File: config.mk
export PLATFORM = sky130hd
export DESIGN_NAME = jhl_ram
export DESIGN_NICKNAME = d
export VERILOG_FILES = /design/src/jhl_ram.sv
export SDC_FILE = /design/constraint.sdc
export NUM_CORES = 1
export LEC_CHECK = 0
export ABC_AREA = 1
export BUFFER_PORTS_ARGS = -buffer_cell sky130_fd_sc_hd__buf_2
export CORE_ASPECT_RATIO = 0.5
export CORE_UTILIZATION = 50
export CTS_CLUSTER_SIZE = 10
export DETAILED_ROUTE_END_ITERATION = 8
export MAX_ROUTING_LAYER = met4
export PLACE_DENSITY = 0.78
export SYNTH_ARGS = -nofsm -noshare
export SYNTH_HDL_FRONTEND = slang
export SYNTH_SLANG_ARGS = --single-unit
File: constraint.sdc
create_clock -name clk_i -period 1.05 [get_ports clk_i]
set_input_delay 0.105 -clock clk_i [delete_from_list [all_inputs] [get_ports clk_i]]
set_output_delay 0.105 -clock clk_i [all_outputs]
set_load 0.005 [all_outputs]
File: src/jhl_ram.sv
// Generic simple dual-port synchronous RAM (one write, one read port) with registered read.
// No dependencies.
module jhl_ram #(
  parameter int unsigned Width = 8,
  parameter int unsigned Depth = 16
) (
  input  logic                     clk_i,
  input  logic                     we_i,
  input  logic [$clog2(Depth)-1:0] waddr_i,
  input  logic [Width-1:0]         wdata_i,
  input  logic [$clog2(Depth)-1:0] raddr_i,
  output logic [Width-1:0]         rdata_o
);
  logic [Width-1:0] mem_q [Depth];
  always_ff @(posedge clk_i) begin
    if (we_i) mem_q[waddr_i] <= wdata_i;
    rdata_o <= mem_q[raddr_i];
  end
endmodule

# --- After elaboration in Yosys (flattened, before gate mapping) ---
# Memories as Yosys holds them, arrays and structs flattened. A register that Yosys moved wholly into a read port is not among the register bits.
# Index checks and enable logic that the tools add are counted.
totals:
  n_memories: 1
  ramBits: 128
  register_bits: 0
  wordCells: 3
mem_list:
  columns: ["name", "words", "word_bits", "rd", "rd_clocked_by_memory_dff", "write_ports", "line", "text"]
  rows:
  - ["mem_q", 16, 8, 1, 1, 1, "14", "logic [Width-1:0] mem_q [Depth];"]
classes:
  muxes: 2
ops:
  columns: ["operator", "count"]
  rows:
  - ["2-to-1 mux 1 bit", 2]

# --- Depth between registers and ports, before layout ---
# Gate-level depths: netlist (run 1).
logic_depth:
  word_depth: 2
  mapped_depth: 8
  depth_no_buf: 7

# --- Worst setup path before layout (run 1) ---
# No wires, ideal clock.
synth_path:
  path_type: "input-to-reg"
  start: "input port waddr_i[3]"
  end: "memory mem_q[4][0], enable pin"
  n_path_buf: 0
  path_stages: 2
  t_arrival_ns: 0.686
  setup_time_ns: 0.370
  slack_ns: -0.006
  path_cell_list: "nand3b_1 -> nor2_1"
synth_lines:
  columns: ["element", "line", "text"]
  rows:
  - ["start: declaration", "9", "input logic [$clog2(Depth)-1:0] waddr_i,"]
  - ["end: declaration", "14", null]
# No word-level cell before the write port.

# --- Worst setup path after layout (run 1) ---
layout_path:
  start: "register rdata_o[6] (read register of mem_q)"
  end: "output port rdata_o[6]"
layout_lines:
  columns: ["element", "line", "text"]
  rows:
  - ["start: declaration", "12", "output logic [Width-1:0] rdata_o"]
# No word-level cell between the ends.

==> results of run 1 <==
synthesized netlist by cell type, drive strengths merged:
library cell  instances  share of area, %
edfxtp              128                67
nand3                97               8.4
nand2               173                11
dfxtp                 8               2.8
nor2                 17               1.1
inv                 102               6.6
nand3b                2              0.26
buf                  24               2.9
power breakdown:
group | leakage [nW] | switching, W | total, W | internal [W]
Clock | 0.263 | 0.00200 | 0.00542 | 0.00341
Combinational | 1.48 | 0.000530 | 0.000791 | 0.000261
Sequential | 1.22 | 0.0000387 | 0.00611 | 0.00607
flip-flops by register name, indices dropped and copies added (netlist names):
register / count
mem_q: 128
rdata_o: 8
per-layer routing:
layer	global-route usage [%]	part of all wire (%)	up-vias
met5	-	0	-
met4	11.00	2.4	0
met3	6.536	7.0	33
met2	37.36	48	167
met1	28.88	43	1894
li1	-	-	1868
path summary, 6_finish.rpt:
kind / end / slack, ns / cells past startpoint
min: mem_q[8][4] / 0.1 / 1
max reg2reg: rdata_o[0] / 0.08 / 6
max: rdata_o[6] / 0.06 / 1
min reg2reg: rdata_o[6] / 0.68 / 6
per-stage QoR:
step | instance area [µm²] | hold WS, ns | utilization [%]
3_5_place_dp | 6200 | 0.4892 | 55.78
6_report | 6766 | 0.09599 | 60.88
2_1_floorplan | 5767 | 0.2039 | -
3_3_place_gp | 6200 | 0.4817 | 55.78
4_1_cts | 6736 | 0.08501 | 60.61
5_1_grt | 6766 | 0.08496 | 60.88
cell families after synthesis:
group | Yosys count | share of synthesized area [%]
simple gates | 289 | 21.05
flops | 136 | 69.43
buf+inv | 126 | 9.525
repair_timing:
| item | in CTS | in global routing |
|---|---|---|
| hold buffers | 0 | 0 |
| endpoints found under the setup margin | 0 | 4 |
| gates resized for setup | 0 | 6 |
layout make-up:
cell class / count / area, µm² / area share, %
Sequential cell: 136 / 4004 / 59.17
Multi-Input combinational cell: 289 / 1244 / 18.38
Clock buffer: 27 / 493.0 / 7.286
Timing Repair Buffer: 54 / 417.9 / 6.176
Inverter: 102 / 382.9 / 5.658
Tap cell: 145 / 181.4 / 2.681
Clock inverter: 4 / 43.79 / 0.6472
==> results.py, run 1 <==
metrics = {
    "final_layout": {
        "final_common_cell": "nand2_1",
        "diodes": 0,
        "layout_common_cells": "173 x nand2_1, 128 x edfxtp_1, 100 x inv_1",
        "fillers": 800,
        "final_nets": 618,
        "finalNonFillerCells": 757,
        "drive_gt1_share_pct": 13.89,
        "area_growth_pct": 17.34,
    },
    "synthesis": {
        "yosysSeqAreaShare_pct": 69.43,
        "syn_avg_cell_area_um2": 10.47,
        "yosys.cell_types.count": 12,
        "netlist_area_um2": 5767,
        "syn_inst": 551,
        "syn-num-nets": 569,
        "synth_warnings": 0,
        "ys_seq_elements": 136,
    },
    "sta": {
        "period_share_pct": 94.50,
        "finalSetupTns_ns": 0,
        "worst_slack_ns": 0.05779,
        "drv_slew": 0,
        "period_minus_slack_ns": 0.9922,
        "final_hold_viol_count": 0,
        "relSlewSlack_pct": 73.96,
        "rsz0062_at_grt": "yes",
        "skew_ns": 0.005677,
        "setup_viol": 0,
        "max_clock_freq_ghz": 1.008,
        "worst_pin_slew_ns": 0.3902,
    },
    "cts": {
        "cts_made_buffers": 17,
        "clkSinkCount": 136,
        "cts-root-buf": "clkbuf_16",
        "clkSlewWorstSetupHoldPaths_ns": 0.05,
        "post_cts_buffers": 0,
        "ctsHtreeMaxLevel": 4,
        "cts_tree": "done",
        "clock_latency_ns": 0.41,
        "clock_path_buffers": 2,
    },
    "floorplanning": {
        "die_height_um": 77.94,
        "dieArea_um2": 11990,
        "row_count": 27,
        "core_um2": 11110,
        "start_util_pct": 51.89,
        "ios": 26,
        "die_x_um": 153.9,
    },
    "power_and_ir_drop": {
        "ir_drop_uv": 1343,
        "power_w": 0.01232,
        "p_leak_nw": 2.968,
        "powerDensity_nw_per_um2": 1821,
    },
    "detailed_routing": {
        "drt_iter0_drc": 424,
        "wl_um": 12740,
        "vias_per_cell": 5.234,
        "wl_per_cell_um": 16.83,
        "drc": 0,
        "drtPass1Iterations": 5,
        "final_antenna_net_count": 0,
        "num_vias": 3962,
    },
    "run": {
        "drv_cap": 0,
    },
    "placement": {
        "hpwl_um": 7452,
        "portBuffers": 25,
        "gp_congestion": 0.8054,
        "dp.cells": 726,
        "pre_cts_ws_ns": -0.07975,
    },
    "global_routing": {
        "grt_max_degree": 47,
        "grt_pass1_wl_um": 19860,
        "antenna_found_initial": 0,
        "grt.total_usage_pct": 23.75,
        "grt-ovfl-total": 0,
        "grt_pass1_vias": 3971,
    },
    "critical_path": {
        "cp_top_family": "flip-flops",
        "path_cells": "buf_2",
        "worstPathArrival_ns": 0.89,
        "cp.required_ns": 0.94,
        "critPathMaxStageDelay_ns": 0.35,
        "cp_slowest_cell": "dfxtp_1",
        "crit_buf_inv": 1,
        "cp_max_fo": 1,
        "reg2reg_from": "mem_q[5][0]",
        "crit_path_start_kind": "register",
        "end_kind": "primary output",
        "path_class": "register to primary output",
        "startpoint": "rdata_o[6]",
    },
    "worst_hold_path": {
        "hold_class": "input pin to register",
        "hold_path_startpoint": "wdata_i[4]",
    },
    "run_status": {
        "status": "finished, final reports clean",
    },
}
(Power assumes the default switching activity.)
==> inputs of run 2 (changes only) <==
--- a/config.mk
+++ b/config.mk
@@ -13,6 +13,7 @@
 export DETAILED_ROUTE_END_ITERATION = 8
 export MAX_ROUTING_LAYER = met4
 export PLACE_DENSITY = 0.78
+export RECOVER_POWER = 25
 export SYNTH_ARGS = -nofsm -noshare
 export SYNTH_HDL_FRONTEND = slang
 export SYNTH_SLANG_ARGS = --single-unit
==> run 2 against run 1 <==
  * First-iteration DRC count is 0.71% higher
  * Critical path type unchanged
  * Flip-flop and latch count unchanged
  * Worst hold slack better by 0.0077 ns
  * Clock power is essentially flat
  * Routed wire length down 0.12%
  * Via count about the same
  * Highest routed layer unchanged
  * Register-to-register slack hardly changed
==> results.py, run 2 (same netlist as run 1, synthesis figures left out) <==
metrics = {
    "floorplanning": {
        "die_height_um": 77.94,
        "core_um2": 11110,
        "row_count": 27,
        "ios": 26,
        "die_x_um": 153.9,
        "start_util_pct": 51.89,
        "dieArea_um2": 11990,
    },
    "critical_path": {
        "r2r_setup_slack_ns": 0.07,
        "critPathMaxStageDelay_ns": 0.35,
        "startpoint": "rdata_o[0]",
        "end_kind": "primary output",
        "r2r-end": "rdata_o[0]",
        "cp_top_family": "flip-flops",
        "reg2reg_from": "mem_q[5][0]",
        "crit_path_start_kind": "register",
        "reg2reg_depth": 6,
        "path_cells": "buf_2",
        "path_class": "register to primary output",
        "cp.required_ns": 0.94,
        "crit_buf_inv": 1,
        "worstPathArrival_ns": 0.89,
        "cp_slowest_cell": "dfxtp_1",
        "cp_max_fo": 1,
    },
    "sta": {
        "rsz0062_at_grt": "yes",
        "finalSetupTns_ns": 0,
        "skew_ns": 0.006675,
        "period_minus_slack_ns": 0.9931,
        "worst_slack_ns": 0.05690,
        "final_hold_viol_count": 0,
        "drv_slew": 0,
        "setup_viol": 0,
        "relSlewSlack_pct": 50.77,
        "period_share_pct": 94.58,
        "worst_pin_slew_ns": 0.7385,
        "max_clock_freq_ghz": 1.007,
    },
    "cts": {
        "clock_path_buffers": 2,
        "cts-root-buf": "clkbuf_16",
        "clock_latency_ns": 0.41,
        "cts_hold_buf": 0,
        "ctsHtreeMaxLevel": 4,
        "post_cts_buffers": 0,
        "cts_made_buffers": 17,
        "clkSinkCount": 136,
        "clkSlewWorstSetupHoldPaths_ns": 0.05,
        "cts_tree": "done",
    },
    "final_layout": {
        "finalNonFillerCells": 757,
        "top_register": "mem_q",
        "final_util_pct": 60.82,
        "fillers": 802,
        "layout_common_cells": "173 x nand2_1, 128 x edfxtp_1, 100 x inv_1",
        "final_nets": 618,
        "reg_top3": "mem_q x128, rdata_o x8",
        "area_growth_pct": 17.23,
        "drive_gt1_share_pct": 13.07,
        "final_common_cell": "nand2_1",
        "largest_register_ffs": 128,
        "diodes": 0,
    },
    "global_routing": {
        "grt.total_usage_pct": 23.75,
        "grt_max_degree": 47,
        "antenna_found_initial": 0,
        "grt-ovfl-total": 0,
        "grt_pass1_wl_um": 19860,
        "grt_pass1_vias": 3971,
    },
    "placement": {
        "hpwl_um": 7452,
        "dp.cells": 726,
        "pre_cts_ws_ns": -0.07975,
        "gp_congestion": 0.8054,
        "portBuffers": 25,
    },
    "detailed_routing": {
        "drt_iter0_drc": 427,
        "num_vias": 3963,
        "final_antenna_net_count": 0,
        "wl_per_cell_um": 16.81,
        "wl_um": 12720,
        "drtPass1Iterations": 4,
        "drc": 0,
        "vias_per_cell": 5.235,
    },
    "power_and_ir_drop": {
        "powerDensity_nw_per_um2": 1823,
        "ir_drop_uv": 1350,
        "p_leak_nw": 2.955,
        "power_w": 0.01232,
    },
    "worst_hold_path": {
        "hold_path_startpoint": "wdata_i[1]",
        "whs_endpoint": "mem_q[3][1]",
        "worstHoldPathCells": 1,
        "hold_class": "input pin to register",
    },
    "run_status": {
        "status": "finished, final reports clean",
    },
    "run": {
        "drv_cap": 0,
    },
}
[run 2: cell count changes in the layout (fill, tap and decap cells not counted), sizes merged]
cell and change:
clkbuf +5, buf -5
[run 2: worst max path at each step]
stage                        to  cells after the start
finish               rdata_o[0]                      1
global route         rdata_o[7]                      6
global placement     rdata_o[6]                      8
floorplan           mem_q[4][0]                      2
CTS                  rdata_o[1]                      6
detailed placement   rdata_o[1]                      8
[run 2: where the power goes]
group	internal (W)	total, W	switching, W	leakage, nW
Clock	0.00341	0.00542	0.00201	0.263
Combinational	0.000258	0.000786	0.000528	1.47
Sequential	0.00607	0.00611	0.0000384	1.22
[run 2: layout make-up]
class | count | area, µm² | share of cell area, %
Multi-Input combinational cell | 289 | 1244 | 18.40
Tap cell | 145 | 181.4 | 2.684
Inverter | 102 | 382.9 | 5.664
Clock inverter | 4 | 43.79 | 0.6478
Clock buffer | 27 | 493.0 | 7.292
Timing Repair Buffer | 54 | 411.6 | 6.089
Sequential cell | 136 | 4004 | 59.23
[run 2: layer usage]
layer	GRT usage, %	vias up	routed length, µm
met4	11.00	0	318
met5	-	-	0
met1	28.88	1874	5312
met2	37.36	188	6067
met3	6.536	33	1023
li1	-	1868	-
[run 2: what timing repair did]
| item | in CTS | in global routing |
|---|---|---|
| setup endpoints to repair | 0 | 4 |
| gates resized for setup | 0 | 6 |
| hold endpoints to repair | 0 | 0 |
[run 2: per-stage QoR]
stage	hold slack, ns	cell area, µm²
6_report	0.1037	6760
3_3_place_gp	0.4817	6200
3_5_place_dp	0.4892	6200
2_1_floorplan	0.2039	5767
4_1_cts	0.08501	6736
5_1_grt	0.1125	6760
